### config.mk
export PLATFORM = sky130hd
export DESIGN_NAME = hufd_ctrl
export DESIGN_NICKNAME = d
export VERILOG_FILES = /design/src/hw/rtl/hufd_pkg.sv /design/src/hw/rtl/hufd_ctrl.sv
export SDC_FILE = /design/constraint.sdc
export NUM_CORES = 1
export LEC_CHECK = 0
export ABC_CLOCK_PERIOD_IN_PS = 2100
export BUFFER_PORTS_ARGS = -buffer_cell sky130_fd_sc_hd__buf_2
export CAP_MARGIN = 5
export CORE_MARGIN = 2
export CORE_UTILIZATION = 35
export CTS_CLUSTER_DIAMETER = 40
export DETAILED_ROUTE_END_ITERATION = 12
export PLACE_DENSITY_LB_ADDON = 0.2
export SLEW_MARGIN = 40
export SYNTH_ARGS = -nofsm -noshare
export SYNTH_HDL_FRONTEND = slang
export SYNTH_SLANG_ARGS = --single-unit
### constraint.sdc
create_clock -name i_clk -period 2.1 [get_ports i_clk]
set_input_delay 0.42 -clock i_clk [delete_from_list [all_inputs] [get_ports i_clk]]
set_output_delay 0.42 -clock i_clk [all_outputs]
set_load 0.05 [all_outputs]
### src/hw/rtl/hufd_pkg.sv
// Shared constants, codes and controller/datapath interface types for the Huffman decoder.
`timescale 1ns / 1ps
package hufd_pkg;

    localparam int NODE_COUNT = 256;
    localparam int COUNT_BITS = 16;

    localparam logic [2:0] KIND_SYMBOL     = 3'd0;
    localparam logic [2:0] KIND_MSG_DONE   = 3'd1;
    localparam logic [2:0] KIND_TREE_READY = 3'd2;
    localparam logic [2:0] KIND_TREE_ERROR = 3'd3;
    localparam logic [2:0] KIND_NO_TREE    = 3'd4;

    localparam logic CFG_REVERSE_BITS = 1'b0;
    localparam logic CFG_OUTPUT_LIMIT = 1'b1;

    typedef struct packed {
        logic accept;
        logic tree_start;
        logic leaf_write;
        logic link;
        logic alloc_new;
        logic pop_issue;
        logic pop_node;
        logic pop_load;
        logic tree_end;
        logic no_tree;
        logic msg_start;
        logic byte_load;
        logic lookup;
        logic step;
        logic msg_end;
        logic finish;
    } t_cmd;

    typedef struct packed {
        logic mode;
        logic first;
        logic last;
        logic phase_active;
        logic await_leaf;
        logic side;
        logic depth_zero;
        logic node_full;
        logic tree_valid;
        logic msg_open;
        logic bits_zero;
        logic bits_one;
        logic emit_need;
        logic emit_ok;
        logic pend_valid;
        logic can_push;
    } t_stat;

endpackage

### src/hw/rtl/hufd_ctrl.sv
// Controller state machine that sequences tree loading and message decoding.
`timescale 1ns / 1ps
module hufd_ctrl (
    input  logic            i_clk,
    input  logic            i_rst_n,
    input  logic            i_valid,
    output logic            o_stall,
    input  hufd_pkg::t_stat i_stat,
    output hufd_pkg::t_cmd  o_cmd
);

    typedef enum logic [3:0] {
        S_IDLE, S_DISPATCH, S_ALLOC, S_POP1, S_POP2, S_POP3,
        S_TEND, S_LOOKUP, S_STEP, S_MEND, S_FINISH
    } t_state;

    t_state r_state, n_state;

    always_comb begin
        o_cmd = '0;
        n_state = r_state;
        case (r_state)
            S_IDLE: begin
                if (i_valid) begin
                    o_cmd.accept = 1'b1;
                    n_state = S_DISPATCH;
                end
            end
            S_DISPATCH: begin
                if (!i_stat.mode) begin
                    if (i_stat.first) begin
                        o_cmd.tree_start = 1'b1;
                        n_state = S_TEND;
                    end else if (!i_stat.phase_active) begin
                        n_state = S_TEND;
                    end else if (i_stat.await_leaf) begin
                        o_cmd.leaf_write = 1'b1;
                        n_state = (i_stat.side && !i_stat.depth_zero) ? S_POP1 : S_TEND;
                    end else begin
                        o_cmd.link = 1'b1;
                        n_state = i_stat.node_full ? S_TEND : S_ALLOC;
                    end
                end else if (!i_stat.tree_valid) begin
                    o_cmd.no_tree = 1'b1;
                    n_state = S_FINISH;
                end else if (i_stat.first) begin
                    o_cmd.msg_start = 1'b1;
                    n_state = i_stat.last ? S_FINISH : S_IDLE;
                end else if (i_stat.msg_open) begin
                    o_cmd.byte_load = 1'b1;
                    n_state = S_LOOKUP;
                end else begin
                    n_state = S_IDLE;
                end
            end
            S_ALLOC: begin
                o_cmd.alloc_new = 1'b1;
                n_state = S_TEND;
            end
            S_POP1: begin
                o_cmd.pop_issue = 1'b1;
                n_state = S_POP2;
            end
            S_POP2: begin
                o_cmd.pop_node = 1'b1;
                n_state = S_POP3;
            end
            S_POP3: begin
                o_cmd.pop_load = 1'b1;
                n_state = S_TEND;
            end
            S_TEND: begin
                if (i_stat.last) begin
                    o_cmd.tree_end = 1'b1;
                    n_state = S_FINISH;
                end else begin
                    n_state = S_IDLE;
                end
            end
            S_LOOKUP: begin
                o_cmd.lookup = 1'b1;
                n_state = i_stat.bits_zero ? S_MEND : S_STEP;
            end
            S_STEP: begin
                if (!i_stat.emit_need || i_stat.emit_ok) begin
                    o_cmd.step = 1'b1;
                    if (i_stat.bits_one) begin
                        n_state = S_MEND;
                    end
                end
            end
            S_MEND: begin
                if (!i_stat.last) begin
                    n_state = S_FINISH;
                end else if (i_stat.emit_ok) begin
                    o_cmd.msg_end = 1'b1;
                    n_state = S_FINISH;
                end
            end
            S_FINISH: begin
                if (!i_stat.pend_valid) begin
                    n_state = S_IDLE;
                end else if (i_stat.can_push) begin
                    o_cmd.finish = 1'b1;
                    n_state = S_IDLE;
                end
            end
            default: n_state = S_IDLE;
        endcase
    end

    always_ff @(posedge i_clk) begin
        if (!i_rst_n) begin
            r_state <= S_IDLE;
        end else begin
            r_state <= n_state;
        end
    end

    assign o_stall = r_state != S_IDLE;

`ifndef NO_ASSERTIONS
    a_idle_no_pending: assert property (@(posedge i_clk) disable iff (!i_rst_n)
        r_state == S_IDLE |-> !i_stat.pend_valid)
        else $error("pending result left when idle");
    a_step_has_bits: assert property (@(posedge i_clk) disable iff (!i_rst_n)
        o_cmd.step |-> !i_stat.bits_zero)
        else $error("walk step with no bits left");
    a_alloc_room: assert property (@(posedge i_clk) disable iff (!i_rst_n)
        o_cmd.alloc_new |-> !i_stat.node_full)
        else $error("node allocated in a full table");
    a_finish_push: assert property (@(posedge i_clk) disable iff (!i_rst_n)
        o_cmd.finish |-> i_stat.can_push && i_stat.pend_valid)
        else $error("final beat pushed while output blocked");
`endif

endmodule

==> results of run 1 <==
-- final cells by class --
cell class	count	area (um2)
Fill cell	143	661.9
Multi-Input combinational cell	66	484.2
Timing Repair Buffer	40	236.5
Sequential cell	4	80.08
Clock buffer	3	22.52
Tap cell	16	20.02
Inverter	5	18.77
-- worst register-to-register path: stages (launching register included) --
cell,delay [ns]
dfxtp_1,0.31
buf_4,0.20
or3b_4,0.42
or3_4,0.40
nand4_1,0.15
o31ai_1,0.10
-- layout by cell type (no fill, tap or decap), types with 2 or more instances in the layout --
cell and count:
nand2_1 6, buf_2 30, and3_1 2, nor2b_1 2
dfxtp_1 4, buf_4 6, nor3_1 3, a31oi_1 2
o31ai_1 2, clkbuf_4 4, buf_6 3, nor2_1 8
nand3_1 4, nor2_2 2, a21oi_1 3, inv_1 5
nor3b_2 2, a211o_1 2, nand2b_1 5
-- worst min-delay path by stage --
stage             from                 endpoint  slack (ns)  depth (start not counted)
6_report       i_rst_n  r_state[2]$_SDFFE_PN0P_        0.46                          2
5_1_grt        i_rst_n  r_state[2]$_SDFFE_PN0P_        0.46                          2
4_1_cts        i_rst_n  r_state[2]$_SDFFE_PN0P_        0.45                          2
3_5_place_dp   i_rst_n  r_state[2]$_SDFFE_PN0P_        0.71                          2
3_3_place_gp   i_rst_n  r_state[2]$_SDFFE_PN0P_        0.71                          2
2_1_floorplan  i_rst_n  r_state[2]$_SDFFE_PN0P_        0.55                          1
-- kinds of logic after synthesis --
group	Yosys count
and+or+nand+nor	47
AOI/OAI and AO/OA	19
buffers and inverters	10
DFF	4
-- stage by stage --
stage	total power, W	std cells	util [%]	setup slack, ns
6_report	0.001126	134	56.57	0.06057
5_1_grt	0.001217	134	56.57	0.0005145
4_1_cts	0.001107	133	54.27	0.005704
3_5_place_dp	0.0009927	130	51.56	0.1424
3_3_place_gp	0.0009839	130	51.56	0.1558
2_1_floorplan	0.0008290	80	-	-0.02564
-- what timing repair did --
action,CTS,global route
gates resized for setup,6,6
pin swaps,0,0
setup endpoints to repair,5,5
buffers inserted,0,1
-- power groups by stage --
stage	sequential (W)	clock, W	combinational (W)
after detailed placement	0.000127	0	0.000866
final	0.000126	0.0000951	0.000905
after global routing	0.000131	0.000108	0.000978
after CTS	0.000126	0.000103	0.000879
after floorplan	0.000127	0	0.000702
after global placement	0.000126	0	0.000858
-- per-layer routing --
layer	up-vias	routed length [um]
met4	0	0
met5	-	0
li1	377	-
met1	336	679
met3	0	76
met2	22	876
==> reports/qor.csv, run 1 <==
metric;value;unit
Worst-path clk slew;0.04;ns
Worst EP required;1.68;ns
antenna violations before repair;0;
r2r startpoint;r_state[0]$_SDFFE_PN0P_;
vias;735;
Port Buf Inserts;35;
Synth area leaders;dfxtp_1, nor2_1, nand2b_1;
Worst path slowest cell;or4b_4;
clock power share;8.4;%
CP arrival;1.62;ns
Residual DRC;0;
async set-or-reset flop fraction in the synthesized netlist;0;%
clock sink total;4;
Simple-Gate Fraction of Synth Area;50.33;%
CP Buf/Inv Count;1;
final WL;1632;um
GRT overflow;0;
syn_nets;99;
cells on worst reg2reg path;5;
initial core utilization;37.52;%
Fin Setup TNS;0;ns
final setup vio count;0;
global-route wire length before repair;2628;um
Leak Pwr;0.4036;nW
Hold Crit Class;in2reg;
synth unique cells;40;
Seq cells post-synth;4;
vias in the first global route;626;
1st-pass router iterations;4;
DP Wirelength;1255;um
post-synthesis adder-cell area fraction;0;%
final worst path period share;97.12;%
H-tree levels;1;
Relative slew margins;76.27;%
latest clock arrival within the worst-skew pair;0.23;ns
Yosys top cell by area;dfxtp_1;
worst-path cell chain;or4b_4, nor2_4, and3_1, buf_6;
DRT iter0 DRCs;21;
maximum vdd ir drop;0.0008290;V
post-synth top area share;14.00;%
max reg flops;4;
Int Pwr;0.0004858;W
met3 Usage GRT;1.224;%
Max Slew Vio Count;0;
Highest Clock Rate;490.3;MHz
CP Capture Type;primary output;
core area;1524;um2
Power Density;1306;nW/um2
Max Cap Viol;0;
commonest cells in the netlist;nor2_1, nand2_1, inv_1, nand2b_1;
average vias per placed instance;5.485;
ratio of cells with drive above 1 in the final layout;47.46;%
Die X;44.42;um
num rows;14;
Setup CP Type;reg2out;
Post-synth EDFFs;0;
crit-path max FO;5;
Die ar.;1973;um2
switching part of the total;56.85;%
Synth Instances;80;
Antenna diodes;0;
Final ANT Viol Nets;0;
r2r endpoint;r_state[1]$_SDFFE_PN0P_;
count leader, synth;nor2_1;
Synth Flop Type;dfxtp_1;
met2 Use GR;29.12;%
largest family of logic cells by synthesized area;simple AND/OR/NAND/NOR gates;
CTS tree;done;
proportion of synthesized area in mux cells;0;%
gr busiest metal;met2;
Mapped Area;571.8;um2
Fin Clk Skew;0.003515;ns
xor and xnor area share after synthesis;0;%
R2R setup slack;0.39;ns
Tmin final;2.039;ns
unrepaired setup endpoints after global routing;yes;
Seq/Total Area, Yosys;14.00;%
largest net degree at the start of global routing;18;
die height;44.42;um
Layout area overhead;50.77;%
Hold WS;0.4623;ns
biggest regs;r_state: 4 flops;
fin nets;139;
GRT Total Usage;17.53;%
Post-Syn Area per Cell;7.147;um2
run status;finished, final reports clean;
Hold Vio Cnt, Final;0;
WL/cell;12.18;um
CTS Root Cell;clkbuf_4;
Comb power frac;80.4;%
worst-margin pin slew;0.3527;ns
CP Capture Point;o_cmd[13];
Area after DPL;785.8;um2
Longest Clk Path Bufs;2;
Net Switching;0.0006399;W
CTS Hold Bufs;0;
largest reg by FF count;r_state;
Crit. path cell count;4;
design area;862.1;um2
Placer Congestion;0.7952;
Crit path largest cell delay;0.59;ns
Worst path top cell family by delay;simple AND/OR/NAND/NOR gates;
Setup crit start kind;flip-flop;
YS warnings;0;
area fraction in compound gates after synthesis;26.70;%
M1 GR Usage;23.34;%
# IOs;36;
Seq pwr share;11.2;%
CTS buffer count;3;
Crit. Startpoint;r_state[1]$_SDFFE_PN0P_;
No activity file was read; power rests on OpenSTA's default activity.
==> run 2, diff against run 1 <==
- REMOVE_ABC_BUFFERS: unset -> 1
==> run 2 against run 1 <==
Compared with the run above: critical path depth grew 1; critical path type unchanged; clock skew grew 0.0029 ns; die area stayed put; highest routed layer is now met4; via count up 3.4%.
==> reports/qor.csv, run 2 (same netlist as run 1, synthesis figures left out) <==
metric;value;unit
Tmin final;2.063;ns
Placer Congestion;0.8331;
worst-margin pin slew;0.3231;ns
switching part of the total;56.94;%
average vias per placed instance;5.714;
Power Density;1346;nW/um2
CTS Hold Bufs;0;
vias in the first global route;622;
commonest non-fill, non-tap cell in the layout;buf_2;
GRT Total Usage;19.13;%
HP Start;i_rst_n;
Comb power frac;79.8;%
CTS buffer count;3;
fin nets;138;
Die ar.;1973;um2
latest clock arrival within the worst-skew pair;0.24;ns
final setup vio count;0;
die height;44.42;um
Seq pwr share;11.6;%
num rows;14;
ratio of cells with drive above 1 in the final layout;42.74;%
CP Capture Type;primary output;
Layout area overhead;44.64;%
global-route wire length before repair;2725;um
Setup CP Type;reg2out;
unrepaired setup endpoints after global routing;yes;
vias;760;
Port Buf Inserts;35;
Antenna diodes;0;
filler cell count in the final layout;154;
Setup crit start kind;flip-flop;
Worst-path clk slew;0.04;ns
Die X;44.42;um
clock sink total;4;
Highest Clock Rate;484.7;MHz
Core Util, Final;54.27;%
largest reg by FF count;r_state;
Int Pwr;0.0004794;W
clock power share;8.6;%
Final ANT Viol Nets;0;
CTS tree;done;
initial core utilization;37.52;%
CTS Root Cell;clkbuf_4;
max reg flops;4;
Max Slew Vio Count;0;
R2R setup slack;0.40;ns
# IOs;36;
biggest regs;r_state: 4 flops;
Leak Pwr;0.3935;nW
final worst path period share;98.24;%
Longest Clk Path Bufs;2;
Relative slew margins;78.26;%
1st-pass router iterations;4;
DP Wirelength;1339;um
run status;finished, final reports clean;
Residual DRC;0;
Max Cap Viol;0;
WL/cell;12.86;um
crit-path max FO;5;
Hold Path Sink;r_state[2]$_SDFFE_PN0P_;
maximum vdd ir drop;0.0005972;V
r2r endpoint;r_state[1]$_SDFFE_PN0P_;
CP arrival;1.64;ns
cells on worst reg2reg path;5;
Fin Clk Skew;0.006378;ns
Net Switching;0.0006341;W
r2r startpoint;r_state[0]$_SDFFE_PN0P_;
GRT overflow;0;
Post-CTS Setup Bufs;0;
Hold Crit Class;in2reg;
Worst EP required;1.68;ns
core area;1524;um2
final WL;1710;um
Hold Path Depth;2;
most frequent cells in the layout;buf_2, nor2_1, nand2_1, buf_4;
total design power;0.001113;W
largest net degree at the start of global routing;18;
Hold Vio Cnt, Final;0;
antenna violations before repair;0;
H-tree levels;1;
DRT iter0 DRCs;16;
==> run 2: changes by cell type in the layout (fill, tap and decap cells not counted), sizes merged <==
cell	before	now
clkbuf	4	3
==> run 2: worst max-delay path, stage by stage (launching register included) <==
cell and delay, ns:
dfxtp_1 0.31, or4b_4 0.59, nor2_4 0.14, nand2_1 0.07
nor2_1 0.12, buf_6 0.17
==> run 2: metal layers <==
metal	global-route usage (%)	vias up	routed length, um
met5	0	-	0
met4	9.091	0	21
met3	5.306	2	135
met2	30.00	34	776
met1	24.08	350	777
li1	-	374	-
==> run 2: timing repair <==
action	CTS	global route
endpoints found under the setup margin	5	5
resized for setup	7	3
pin swaps	0	1
==> run 2: cell type report <==
cell class	instances	area (um2)	area share (%)
Sequential cell	4	80.08	9.682
Timing Repair Buffer	39	222.7	26.93
Inverter	5	18.77	2.269
Clock buffer	3	22.52	2.723
Tap cell	16	20.02	2.421
Multi-Input combinational cell	66	462.9	55.98
==> run 2: power groups by stage <==
stage	Combinational, W	Sequential [W]	Clock, W
2_1_floorplan	0.000571	0.000190	0
3_3_place_gp	0.000845	0.000127	0
3_5_place_dp	0.000849	0.000128	0
4_1_cts	0.000864	0.000127	0.0000983
5_1_grt	0.000958	0.000130	0.000104
6_report	0.000889	0.000129	0.0000960
==> run 2: worst max-delay path by stage <==
stage / slack [ns] / from / endpoint / cells past startpoint
3_5_place_dp: 0.15 / r_state[1]$_SDFFE_PN0P_ / o_cmd[13] / 4
4_1_cts: 0.007 / r_state[1]$_SDFFE_PN0P_ / o_cmd[12] / 5
3_3_place_gp: 0.18 / r_state[1]$_SDFFE_PN0P_ / o_cmd[13] / 4
5_1_grt: -0.002 / r_state[1]$_SDFFE_PN0P_ / o_cmd[12] / 5
2_1_floorplan: -0.56 / r_state[2]$_SDFFE_PN0P_ / o_cmd[7] / 2
6_report: 0.04 / r_state[1]$_SDFFE_PN0P_ / o_cmd[12] / 5
==> run 2: through the flow <==
stage / setup slack (ns) / area [um2] / cells / setup TNS [ns] / hold slack [ns]
finish: 0.03691 / 827.0 / 133 / 0 / 0.4553
global route: -0.002258 / 827.0 / 133 / -0.002258 / 0.4692
CTS: 0.007336 / 809.5 / 133 / 0 / 0.4496
detailed placement: 0.1518 / 764.5 / 130 / 0 / 0.7005
global placement: 0.1754 / 764.5 / 130 / 0 / 0.6998
floorplan: -0.5626 / 539.3 / 75 / -1.825 / 0.5479
